`src/hdl/swde_pkg.sv`:
```
// shared types and constants for the single-wire dimming encoder
// used by swde_seq and single_wire_dimming_encoder; no dependencies
`default_nettype none

package swde_pkg;

    localparam int LEVEL_W = 8;
    localparam int DUR_W   = 12;
    localparam int DATA_W  = 5;

    localparam logic [DUR_W-1:0] DUR_BIT_LONG    = 12'd67;
    localparam logic [DUR_W-1:0] DUR_BIT_SHORT   = 12'd33;
    localparam logic [DUR_W-1:0] DUR_SEP         = 12'd4;
    localparam logic [DUR_W-1:0] DUR_WAKE_OFF    = 12'd4000;
    localparam logic [DUR_W-1:0] DUR_WAKE_HIGH   = 12'd190;
    localparam logic [DUR_W-1:0] DUR_WAKE_DETECT = 12'd286;
    localparam logic [DUR_W-1:0] DUR_WAKE_WINDOW = 12'd1000;
    localparam logic [DUR_W-1:0] DUR_HOLD        = 12'd0;

    localparam logic [7:0] ADDR_RESET = 8'h72;

    localparam logic REG_DEVICE_ADDRESS = 1'b0;
    localparam logic REG_START_AWAKE    = 1'b1;

    typedef struct packed {
        logic             valid;
        logic             pin;
        logic [DUR_W-1:0] dur;
        logic             last;
    } t_seg;

endpackage

`default_nettype wire

```
`src/hdl/single_wire_dimming_encoder.sv`:
```
// top level of the single-wire dimming encoder: config registers, line state,
// input handshake and output register; uses swde_pkg and swde_seq
//
// Each accepted level produces a run of pin segments on the output stream,
// one segment per cycle while the output is not stalled: 1 segment for level
// zero, 36 for a nonzero level, 40 when the wake sequence goes first. The
// segment sequencer steps once per segment and accepts the next level only
// after the final segment has advanced into the output register; that register
// lets a new level be taken while the final segment still waits downstream.
`default_nettype none

module single_wire_dimming_encoder (
    input  wire logic        i_clk,
    input  wire logic        i_rst_n,
    input  wire logic        i_cfg_we,
    input  wire logic        i_cfg_addr,
    input  wire logic [7:0]  i_cfg_data,
    input  wire logic        i_s_axis_tvalid,
    output logic             o_s_axis_tready,
    input  wire logic [7:0]  i_s_axis_tdata,   // [7:0] level
    output logic             o_m_axis_tvalid,
    input  wire logic        i_m_axis_tready,
    output logic [15:0]      o_m_axis_tdata,   // [0] pin_level, [12:1] duration_us
    output logic             o_m_axis_tlast
);

    logic [7:0]                 r_dev_addr;
    logic                       r_start_awake;
    logic                       r_awake;
    logic                       r_touched;

    logic                       r_out_valid;
    logic                       r_out_pin;
    logic [swde_pkg::DUR_W-1:0] r_out_dur;
    logic                       r_out_last;

    swde_pkg::t_seg             w_seg;
    logic                       w_idle;
    logic                       w_in_xfer;
    logic                       w_adv;
    logic                       w_eff_awake;

    assign o_s_axis_tready = w_idle;
    assign w_in_xfer       = i_s_axis_tvalid && o_s_axis_tready;
    assign w_adv           = w_seg.valid && (!r_out_valid || i_m_axis_tready);
    assign w_eff_awake     = r_touched ? r_awake : r_start_awake;

    swde_seq u_seq (
        .i_clk       (i_clk),
        .i_rst_n     (i_rst_n),
        .i_start     (w_in_xfer),
        .i_level     (i_s_axis_tdata),
        .i_addr      (r_dev_addr),
        .i_eff_awake (w_eff_awake),
        .i_adv       (w_adv),
        .o_seg       (w_seg),
        .o_idle      (w_idle)
    );

    always_ff @(posedge i_clk) begin
        if (!i_rst_n) begin
            r_dev_addr    <= swde_pkg::ADDR_RESET;
            r_start_awake <= 1'b0;
            r_awake       <= 1'b0;
            r_touched     <= 1'b0;
            r_out_valid   <= 1'b0;
        end else begin
            if (i_cfg_we) begin
                case (i_cfg_addr)
                    swde_pkg::REG_DEVICE_ADDRESS: r_dev_addr    <= i_cfg_data;
                    swde_pkg::REG_START_AWAKE:    r_start_awake <= i_cfg_data[0];
                    default: ;
                endcase
            end
            if (w_in_xfer) begin
                r_touched <= 1'b1;
                r_awake   <= (i_s_axis_tdata != 8'd0);
            end
            if (w_adv) begin
                r_out_valid <= 1'b1;
            end else if (i_m_axis_tready) begin
                r_out_valid <= 1'b0;
            end
        end
        if (w_adv) begin
            r_out_pin  <= w_seg.pin;
            r_out_dur  <= w_seg.dur;
            r_out_last <= w_seg.last;
        end
    end

    assign o_m_axis_tvalid = r_out_valid;
    assign o_m_axis_tdata  = {3'b000, r_out_dur, r_out_pin};
    assign o_m_axis_tlast  = r_out_last;

    a_busy_after_accept: assert property (@(posedge i_clk) disable iff (!i_rst_n)
        w_in_xfer |=> !o_s_axis_tready)
        else $error("ready after level transfer");

    a_idle_after_last: assert property (@(posedge i_clk) disable iff (!i_rst_n)
        (w_adv && w_seg.last) |=> o_s_axis_tready)
        else $error("sequencer busy after final segment");

    a_no_seg_when_ready: assert property (@(posedge i_clk) disable iff (!i_rst_n)
        o_s_axis_tready |-> !w_seg.valid)
        else $error("segment pending while ready");

endmodule

`default_nettype wire

```
`src/hdl/swde_seq.sv`:
```
// segment sequencer: walks wake, address byte, separators and data byte, or a single
// hold segment for a zero level, one segment per advance using a shared bit shifter; uses swde_pkg
`default_nettype none

module swde_seq (
    input  wire logic                         i_clk,
    input  wire logic                         i_rst_n,
    input  wire logic                         i_start,
    input  wire logic [swde_pkg::LEVEL_W-1:0] i_level,
    input  wire logic [7:0]                   i_addr,
    input  wire logic                         i_eff_awake,
    input  wire logic                         i_adv,
    output swde_pkg::t_seg                    o_seg,
    output logic                              o_idle
);

    localparam logic [2:0] S_IDLE = 3'd0;
    localparam logic [2:0] S_ZERO = 3'd1;
    localparam logic [2:0] S_WAKE = 3'd2;
    localparam logic [2:0] S_ADDR = 3'd3;
    localparam logic [2:0] S_SEP1 = 3'd4;
    localparam logic [2:0] S_DATA = 3'd5;
    localparam logic [2:0] S_SEP2 = 3'd6;

    logic [2:0]                   r_state, n_state;
    logic [3:0]                   r_cnt, n_cnt;
    logic [7:0]                   r_shift, n_shift;
    logic [swde_pkg::DATA_W-1:0]  r_data, n_data;

    logic [swde_pkg::DUR_W-1:0]   w_wake_dur;
    logic [swde_pkg::DUR_W-1:0]   w_bit_dur;

    always_comb begin
        case (r_cnt[1:0])
            2'd0:    w_wake_dur = swde_pkg::DUR_WAKE_OFF;
            2'd1:    w_wake_dur = swde_pkg::DUR_WAKE_HIGH;
            2'd2:    w_wake_dur = swde_pkg::DUR_WAKE_DETECT;
            default: w_wake_dur = swde_pkg::DUR_WAKE_WINDOW;
        endcase
    end

    // low half is long for a 0, high half is long for a 1
    assign w_bit_dur = (r_shift[7] == r_cnt[0]) ? swde_pkg::DUR_BIT_LONG
                                                : swde_pkg::DUR_BIT_SHORT;

    always_comb begin
        o_seg.valid = 1'b1;
        o_seg.pin   = r_cnt[0];
        o_seg.dur   = swde_pkg::DUR_SEP;
        o_seg.last  = 1'b0;
        case (r_state)
            S_IDLE: begin
                o_seg.valid = 1'b0;
                o_seg.pin   = 1'b0;
                o_seg.dur   = swde_pkg::DUR_HOLD;
            end
            S_ZERO: begin
                o_seg.pin  = 1'b0;
                o_seg.dur  = swde_pkg::DUR_HOLD;
                o_seg.last = 1'b1;
            end
            S_WAKE: o_seg.dur = w_wake_dur;
            S_ADDR, S_DATA: o_seg.dur = w_bit_dur;
            S_SEP1: o_seg.dur = swde_pkg::DUR_SEP;
            S_SEP2: o_seg.last = r_cnt[0];
            default: o_seg.valid = 1'b0;
        endcase
    end

    assign o_idle = (r_state == S_IDLE);

    always_comb begin
        n_state = r_state;
        n_cnt   = r_cnt;
        n_shift = r_shift;
        n_data  = r_data;
        case (r_state)
            S_IDLE: begin
                if (i_start) begin
                    n_cnt   = 4'd0;
                    n_shift = i_addr;
                    n_data  = i_level[swde_pkg::DATA_W-1:0];
                    if (i_level == '0) begin
                        n_state = S_ZERO;
                    end else if (!i_eff_awake) begin
                        n_state = S_WAKE;
                    end else begin
                        n_state = S_ADDR;
                    end
                end
            end
            S_ZERO: begin
                if (i_adv) n_state = S_IDLE;
            end
            S_WAKE: begin
                if (i_adv) begin
                    n_cnt = r_cnt + 4'd1;
                    if (r_cnt == 4'd3) begin
                        n_cnt   = 4'd0;
                        n_state = S_ADDR;
                    end
                end
            end
            S_ADDR, S_DATA: begin
                if (i_adv) begin
                    n_cnt = r_cnt + 4'd1;
                    if (r_cnt[0]) n_shift = {r_shift[6:0], 1'b0};
                    if (r_cnt == 4'd15) begin
                        n_state = (r_state == S_ADDR) ? S_SEP1 : S_SEP2;
                    end
                end
            end
            S_SEP1: begin
                if (i_adv) begin
                    n_cnt = r_cnt + 4'd1;
                    if (r_cnt[0]) begin
                        n_cnt   = 4'd0;
                        n_shift = {{(8-swde_pkg::DATA_W){1'b0}}, r_data};
                        n_state = S_DATA;
                    end
                end
            end
            S_SEP2: begin
                if (i_adv) begin
                    n_cnt = r_cnt + 4'd1;
                    if (r_cnt[0]) n_state = S_IDLE;
                end
            end
            default: n_state = S_IDLE;
        endcase
    end

    always_ff @(posedge i_clk) begin
        if (!i_rst_n) begin
            r_state <= S_IDLE;
            r_cnt   <= 4'd0;
        end else begin
            r_state <= n_state;
            r_cnt   <= n_cnt;
        end
        r_shift <= n_shift;
        r_data  <= n_data;
    end

    a_start_only_idle: assert property (@(posedge i_clk) disable iff (!i_rst_n)
        (r_state != S_IDLE) |-> !i_start)
        else $error("start while busy");

    a_wake_count: assert property (@(posedge i_clk) disable iff (!i_rst_n)
        (r_state == S_WAKE) |-> (r_cnt < 4'd4))
        else $error("wake count overrun");

    a_sep_count: assert property (@(posedge i_clk) disable iff (!i_rst_n)
        (r_state == S_SEP1 || r_state == S_SEP2) |-> (r_cnt < 4'd2))
        else $error("separator count overrun");

endmodule

`default_nettype wire

```
`config.mk`:
```
export PLATFORM = sky130hd
export DESIGN_NAME = single_wire_dimming_encoder
export DESIGN_NICKNAME = d
export VERILOG_FILES = /design/src/hdl/swde_pkg.sv /design/src/hdl/single_wire_dimming_encoder.sv /design/src/hdl/swde_seq.sv
export SDC_FILE = /design/constraint.sdc
export NUM_CORES = 1
export LEC_CHECK = 0
export ABC_AREA = 1
export BUFFER_PORTS_ARGS = -buffer_cell sky130_fd_sc_hd__buf_4
export CAP_MARGIN = 20
export CORE_AREA = 10 10 69 85
export CTS_CLUSTER_SIZE = 28
export DETAILED_ROUTE_END_ITERATION = 8
export DIE_AREA = 0 0 79 95
export GPL_TIMING_DRIVEN = 0
export PLACE_DENSITY = 0.82
export SETUP_SLACK_MARGIN = 0.1
export SYNTH_ARGS = -nofsm -noshare
export SYNTH_HDL_FRONTEND = slang
export SYNTH_SLANG_ARGS = --single-unit
```
`constraint.sdc`:
```
create_clock -name i_clk -period 2.3 [get_ports i_clk]
set_input_delay 0.69 -clock i_clk [delete_from_list [all_inputs] [get_ports i_clk]]
set_output_delay 0.69 -clock i_clk [all_outputs]
set_load 0.02 [all_outputs]
```
* After elaboration in Yosys (flattened, before gate mapping)
Index checks and enable logic that the tools add are counted.
** Word-level totals
- Input port bits :: 22
- Logic and storage cells :: 93
- Register bits after elaboration :: 46
- Output and inout port bits :: 19
** Cells by class
- Add/subtract/negate cells :: 1
- Equality and inequality tests :: 23
- Bitwise logic cells :: 1
- Reduce and logical (&&, ||, !) cells :: 21
- Multiplexer cells :: 35
** Operator list (count)
- $pmux 12 s3 :: 2
- $mux 8 :: 5
- $mux 3 :: 11
- $mux 4 :: 6
- $ne 2x1->1 const B :: 12
- $pmux 8 s3 :: 1
- $pmux 3 s6 :: 1
- $pmux 4 s4 :: 1
- $reduce_and 10->1 :: 1
- $eq 3x3->1 const B :: 3
- $logic_not 8->1 :: 1
- $reduce_bool 8->1 :: 1
- $mux 7 :: 1
- $eq 3x2->1 const B :: 2
- $reduce_and 2->1 :: 3
- $reduce_and 6->1 :: 1
- $reduce_or 6->1 :: 1
- $mux 1 :: 5
- $reduce_and 5->1 :: 1
- $add 4x1->4 const B :: 1
- $eq 4x2->1 const B :: 1
- $eq 4x4->1 const B :: 1
- $reduce_bool 4->1 :: 1
- $reduce_or 2->1 :: 2
- other kinds (15) :: 16

* Logic depth before layout (Yosys ltp)
Gate-level depths: netlist of run 1.
- Depth in word-level cells :: 6
- Depth in mapped cells :: 11
- Depth with buffers taken out :: 10

* Hierarchy
A second synthesis of run 1 with hierarchy kept.
** Unflattened totals
- Cell total of the unflattened synthesis :: 291
- Area, all modules :: 2477.4 µm²
** By module, submodules not included
- swde_seq :: instances 1, seq. area each 530.5 µm², cells an instance 206, area an instance 1547.7 µm²
- single_wire_dimming_encoder :: instances 1, seq. area each 660.6 µm², cells an instance 85, area an instance 929.6 µm²

* Worst setup path after synthesis of run 1
Ideal clock, no wire load.
- Path kind :: register to register
- Start :: register u_seq.r_state[2]
- End :: register u_seq.r_shift[0] (enable)
- Setup slack :: 0.287 ns
- Library setup time :: 0.384 ns
- Data arrival time :: 1.629 ns
- Required time :: 1.916 ns
- Period minus slack after synthesis :: 2.013 ns
- Buffers on the path :: 2
- Stages on the path, launching flop included :: 9
- Cells stage by stage :: dfxtp_1 > buf_6 > inv_1 > nand2_2 > nand3_1 > inv_2 > buf_6 > nor2_8 > o21ai_0
** Between the ends
- Longest elaborated chain between the ends :: 6
- Elaborated cells between the ends (all ways) :: 19
- Classes of those cells :: 11 x eq/ne; 1 x mux; 7 x reduce/logical
** RTL lines
- start: declaration :: line swde_seq.sv:25 : logic [2:0] r_state, n_state;
- start signal: assignment :: line swde_seq.sv:138 : r_state <= n_state;
- $eq 3x1->1, or another cell as far along :: line swde_seq.sv:51 : case (r_state)
- $reduce_or 6->1 (no source line)
- $mux 1 :: line swde_seq.sv:51
- $logic_and 1x1->1 :: line single_wire_dimming_encoder.sv:45 : assign w_adv = w_seg.valid && (!r_out_valid || i_m_axis_tready);
- $ne 2x1->1 (no source line)
- $reduce_and 6->1 (no source line) *
- end signal: assignment :: line swde_seq.sv:141 : r_shift <= n_shift;
- end: declaration :: line swde_seq.sv:27 : logic [7:0] r_shift, n_shift;
Every way passes the cells marked *; elsewhere a longest branch is shown, timed or not.
A chain may end at the register's enable or synchronous reset.

* Worst setup path after layout of run 1
- Start :: register u_seq.r_state[2]
- End :: output o_s_axis_tready
** Between the ends
- Longest elaborated chain between the ends :: 1
** RTL lines
- $logic_not 3->1 :: line swde_seq.sv:70 : assign o_idle = (r_state == S_IDLE);
- end: declaration :: line single_wire_dimming_encoder.sv:19 : output logic o_s_axis_tready,
Every way passes these cells.

==> impl_metrics.ini, run 1 <==
[detailed_routing]
wl_met2_um = 2250
wl_met3_um = 292
routed_via_density = 4.90
top_layer_used = met4
ant_nets = 0
met1_length_um = 1770
vias = 1773
drcViolationCount = 0
wirelength_um = 4440
drt-pass1-iter-count = 5
wl_per_cell_um = 12.3
dr.first_iter.drc_count = 79

[synthesis]
synth.avg_cell_area_um2 = 8.78
synth-edff-count = 26
yosys_warnings = 0
synth_area_leaders = edfxtp_1 35%, dfxtp_1 17%, nand2_1 11%
synth_ff_type = edfxtp_1
yosysTopAreaCell = edfxtp_1
synth.distinct_cells = 30
yosysSeqAreaShare = 0.515
synthArstFlopShare = 0
synth_top_area_frac = 0.346
syn_area_um2 = 2260
synth_commonest_cells = 67 x nand2_1, 33 x nor2_1, 27 x inv_1, 26 x edfxtp_1, 21 x nand3_1
ys_ff_latch = 45
synthCells = 257
yosysMostFrequentCell = nand2_1

[timing]
layout_setup_ws_ns = 0.305
max_freq_mhz = 501
max_slew_margin = 0.623
hold_viol = 0
tightest_slew_ns = 0.564
setup_violations = 0
grt_setup_unrepaired = no
setup_tns_ns = 0
timing.final.max_slew_violations = 0
skew_ns = 0.00540
post-route-min-period_ns = 2.00
whs_ns = 0.465
period_share = 0.868

[setup_path]
cp-start-kind = flop
cp.arrival_ns = 1.31
worstSetupPathType = reg -> out
cp.required_ns = 1.61
critPathCaptureType = output port
worstPathMaxFanout = 9

[global_routing]
grt_pass1_wl_um = 7710
overflow = 0
grt_usage = 0.127
grt_max_degree = 15
antenna_found_initial = 0
grt_pass1_vias = 1762

[place]
place_ws_ns = -0.201
portBuffers = 37
postPlaceCellArea_um2 = 2610
dp.cells = 354
place_congestion = 0.829
hpwlAfterDp_um = 3470

[cts]
postCtsSetupRepairBufs = 0
insertion_delay_ns = 0.30
cts-root-buf = clkbuf_8
cts_buffers = 5
tritoncts = done
clkSinkCount = 45
htree_levels = 2
max-clock-path-buffers = 2
cts.clk_slew.worst_paths_ns = 0.08

[run]
drv_cap = 0

[pwr]
leakage_nw = 1.32
vdd_drop_max_mv = 0.827
power.share.sequential = 0.398
swShare = 0.399
switchingPower_mw = 1.33
comb_power_share = 0.453
power_frac_clock = 0.148
p_int_mw = 2.01
total_power_mw = 3.35
power.density_nw_per_um2 = 1230

[layout]
antenna_cells = 0
multiInputGateArea_um2 = 908
fillers = 376
nNetsFinal = 332
layout-drive-gt1-share = 0.237
fin_util = 0.627
register_area_um2 = 1160
area_delta_synth_final_pct = 20.2
layout.cells.non_filler = 362
fin_area_um2 = 2710

[die]
die_y_um = 95
io_pins = 41
die_area_um2 = 7510
core_um2 = 4320
rows = 27
die_w_um = 79
start_util = 0.522

[outcome]
outcome = finished clean

[worst_hold_path]
hp-class = reg -> reg
## worst max-delay path: stages, from the launching register on
cell	delay, ns
dfxtp_1	0.31
buf_6	0.13
inv_1	0.10
nand2_2	0.12
nor2_2	0.17
buf_4	0.17
## final cells by class
class,count,area share
sequential,45,0.428
multi-input combinational,174,0.335
timing repair buffer,37,0.102
inverter,31,0.0438
clock buffer,7,0.0318
buffer,9,0.0291
tap,58,0.0268
clock inverter,1,0.00277
## logic make-up (layout without fill, tap and decap cells)
| family | count (synthesis) | after routing | share of synthesized area |
|---|---|---|---|
| DFF | 45 | 45 | 0.515 |
| and+or+nand+nor | 140 | 140 | 0.291 |
| xor gates and xnor gates | 3 | 3 | 0.0116 |
| AOI/OAI and AO/OA | 21 | 21 | 0.0549 |
| adders and majority gates | 7 | 7 | 0.0388 |
| other | 1 | 3 | 0.00166 |
| buffers and inverters | 40 | 85 | 0.0876 |
## placed cells by master (no fill, tap or decap), types with 4 or more instances in the layout
| cell type | count |
|---|---|
| nand3_1 | 21 |
| buf_4 | 42 |
| dfxtp_1 | 19 |
| a21oi_1 | 6 |
| clkbuf_8 | 6 |
| nor2_1 | 33 |
| nand2_1 | 67 |
| ha_1 | 7 |
| edfxtp_1 | 26 |
| nand4_1 | 5 |
| inv_1 | 27 |
| o21ai_0 | 5 |
| nand2_2 | 4 |
## routing by layer
metal | global-route usage | vias to the layer above
met5 | 0 | -
met4 | 0.0599 | 0
met3 | 0.0437 | 13
met2 | 0.227 | 53
met1 | 0.130 | 792
li1 | - | 915
## state kept, by name (all words and copies together), names as in the netlist
name / cells
u_seq.r_state: 3
r_touched: 1
r_dev_addr: 8
u_seq.r_shift: 8
r_out_pin: 1
o_m_axis_tlast: 1
r_out_dur: 11
u_seq.r_data: 5
r_start_awake: 1
r_awake: 1
o_m_axis_tvalid: 1
u_seq.r_cnt: 4
## repair_timing
action	CTS	global route
gates resized for setup	1	1
hold buffers	0	0
setup endpoints to repair	8	8
## worst paths after layout
kind                    start                to  slack (ns)  cells past startpoint
max          u_seq.r_state[2]   o_s_axis_tready        0.30                      5
min             r_dev_addr[4]     r_dev_addr[4]        0.46                      2
max reg2reg  u_seq.r_state[2]  u_seq.r_shift[5]        0.37                      8
min reg2reg     r_dev_addr[4]     r_dev_addr[4]        0.46                      2
## power groups by stage
stage               clock [mW]  sequential (mW)  combinational [mW]
CTS                      0.505             1.34                1.53
global placement             0             1.34                1.49
floorplan                    0             1.47               0.938
global route             0.537             1.36                1.72
detailed placement           0             1.35                1.52
finish                   0.496             1.33                1.52
Note: power is estimated with default switching activity, not from simulation.
==> run 2, diff against run 1 <==
Settings changed: ABC_AREA 1 to not set.
==> impl_metrics.ini, run 2 <==
[timing]
post-route-min-period_ns = 2.13
skew_ns = 0.0116
setup_violations = 0
period_share = 0.928
whs_ns = 0.483
max_slew_margin = 0.612
setup_tns_ns = 0
layout_setup_ws_ns = 0.165
timing.final.max_slew_violations = 0
max_freq_mhz = 468
tightest_slew_ns = 0.581
hold_viol = 0
grt_setup_unrepaired = no

[synthesis]
yosysMostFrequentCell = nand2_1
yosys_warnings = 0
synth_area_leaders = edfxtp_1 35%, dfxtp_1 17%, nand2_1 5.5%
synth_top_area_frac = 0.346
synth-edff-count = 26
syn_area_um2 = 2250
yosysTopAreaCell = edfxtp_1
synthCells = 228
synth_ff_type = edfxtp_1
synth_commonest_cells = 33 x nand2_1, 26 x edfxtp_1, 19 x dfxtp_1, 14 x nor2_1, 11 x a21oi_1
synthArstFlopShare = 0
ys_ff_latch = 45
synth.avg_cell_area_um2 = 9.88
synth.distinct_cells = 47
yosysSeqAreaShare = 0.515

[layout]
layout.cells.most_common = buf_4
nNetsFinal = 303
final_cell_mix = 42 x buf_4, 33 x nand2_1, 26 x edfxtp_1
register_area_um2 = 1160
multiInputGateArea_um2 = 1010
fillers = 371
layout-drive-gt1-share = 0.233
largest_reg_flops = 11
reg_top3 = r_out_dur (11), r_dev_addr (8), u_seq.r_shift (8)
fin_area_um2 = 2740
antenna_cells = 0
area_delta_synth_final_pct = 21.5
regMostFlops = r_out_dur

[pwr]
vdd_drop_max_mv = 0.518
power.density_nw_per_um2 = 1240
leakage_nw = 1.11
total_power_mw = 3.39

[detailed_routing]
routed_via_density = 5.59
ant_nets = 0
drt-pass1-iter-count = 5
wirelength_um = 4950
wl_per_cell_um = 14.9
vias = 1861
drcViolationCount = 0
dr.first_iter.drc_count = 186

[die]
start_util = 0.521
rows = 27
io_pins = 41
die_area_um2 = 7510
die_w_um = 79
die_y_um = 95
core_um2 = 4320

[cts]
cts_buffers = 5
tritoncts = done
cts.clk_slew.worst_paths_ns = 0.09
cts-root-buf = clkbuf_8
max-clock-path-buffers = 2
clkSinkCount = 45
insertion_delay_ns = 0.31
htree_levels = 2

[setup_path]
cp.arrival_ns = 1.44
critPathCaptureType = output port
worstPathMaxFanout = 10
worstSetupPathType = reg -> out
cp.required_ns = 1.61
cp-start-kind = flop

[place]
portBuffers = 37
hpwlAfterDp_um = 3600
place_ws_ns = 0.0449
place_congestion = 0.873
postPlaceCellArea_um2 = 2620

[global_routing]
grt_pass1_wl_um = 7990
grt_usage = 0.133
overflow = 0
grt_max_degree = 15
antenna_found_initial = 0
grt_pass1_vias = 1777

[outcome]
outcome = finished clean

[run]
drv_cap = 0

[worst_hold_path]
hp-class = reg -> reg
[run 2: area by class of cell]
cell class	count	share of cell area
clock buffers	6	0.0302
plain buffers	17	0.0324
multi-input cells	160	0.369
inverters	8	0.0110
flip-flops and latches	45	0.424
clock inverters	2	0.00503
repair buffers	37	0.101
well taps	58	0.0265
[run 2: worst paths after layout]
kind | from | endpoint | slack (ns) | cells after the start
setup / recovery | u_seq.r_state[2] | o_s_axis_tready | 0.17 | 4
hold / removal | r_dev_addr[7] | r_dev_addr[7] | 0.48 | 2
setup reg to reg | u_seq.r_state[0] | u_seq.r_shift[3] | 0.27 | 4
hold reg to reg | r_dev_addr[7] | r_dev_addr[7] | 0.48 | 2
[run 2: repair_timing]
item | in CTS | in global routing
pin swaps | 0 | 0
gates resized for setup | 2 | 3
endpoints found under the setup margin | 22 | 14
cloned | 0 | 0
hold buffers | 0 | 0
setup buffers | 0 | 0
[run 2: per-layer routing]
metal  vias to the layer above  wire length (um)  part of all wire  global-route usage
li1                        900                 -                 -                   -
met1                       859              1950              0.39               0.156
met2                        88              2510              0.51               0.212
met3                        14               348             0.070              0.0352
met4                         0               145             0.029              0.0838
met5                         -                 0                 0                   0
[run 2: report_power, final]
group	switching [mW]	internal, mW	total, mW
Clock	0.271	0.243	0.514
Combinational	0.950	0.609	1.56
Sequential	0.120	1.20	1.32
Total	1.34	2.05	3.39
[run 2: stage by stage]
| stage | utilization | std cells |
|---|---|---|
| global placement | 0.605 | 325 |
| detailed placement | 0.605 | 325 |
| floorplan | - | 230 |
| CTS | 0.630 | 333 |
| finish | 0.633 | 333 |
| global route | 0.633 | 333 |
[run 2: cell families (layout without fill, tap and decap cells)]
group | after synthesis | after routing | share of synthesized area
simple gates | 88 | 88 | 0.195
compound gates | 56 | 56 | 0.168
flops | 45 | 45 | 0.515
buf+inv | 25 | 70 | 0.0522
fa+ha+maj | 7 | 7 | 0.0389
mux | 4 | 4 | 0.0178
xor+xnor | 2 | 2 | 0.0111
other cells | 1 | 3 | 0.00166
[run 2: critical path, stage by stage, from the launching register on]
cell	delay, ns
dfxtp_1	0.30
buf_2	0.16
clkbuf_2	0.23
nor3_4	0.24
buf_4	0.19
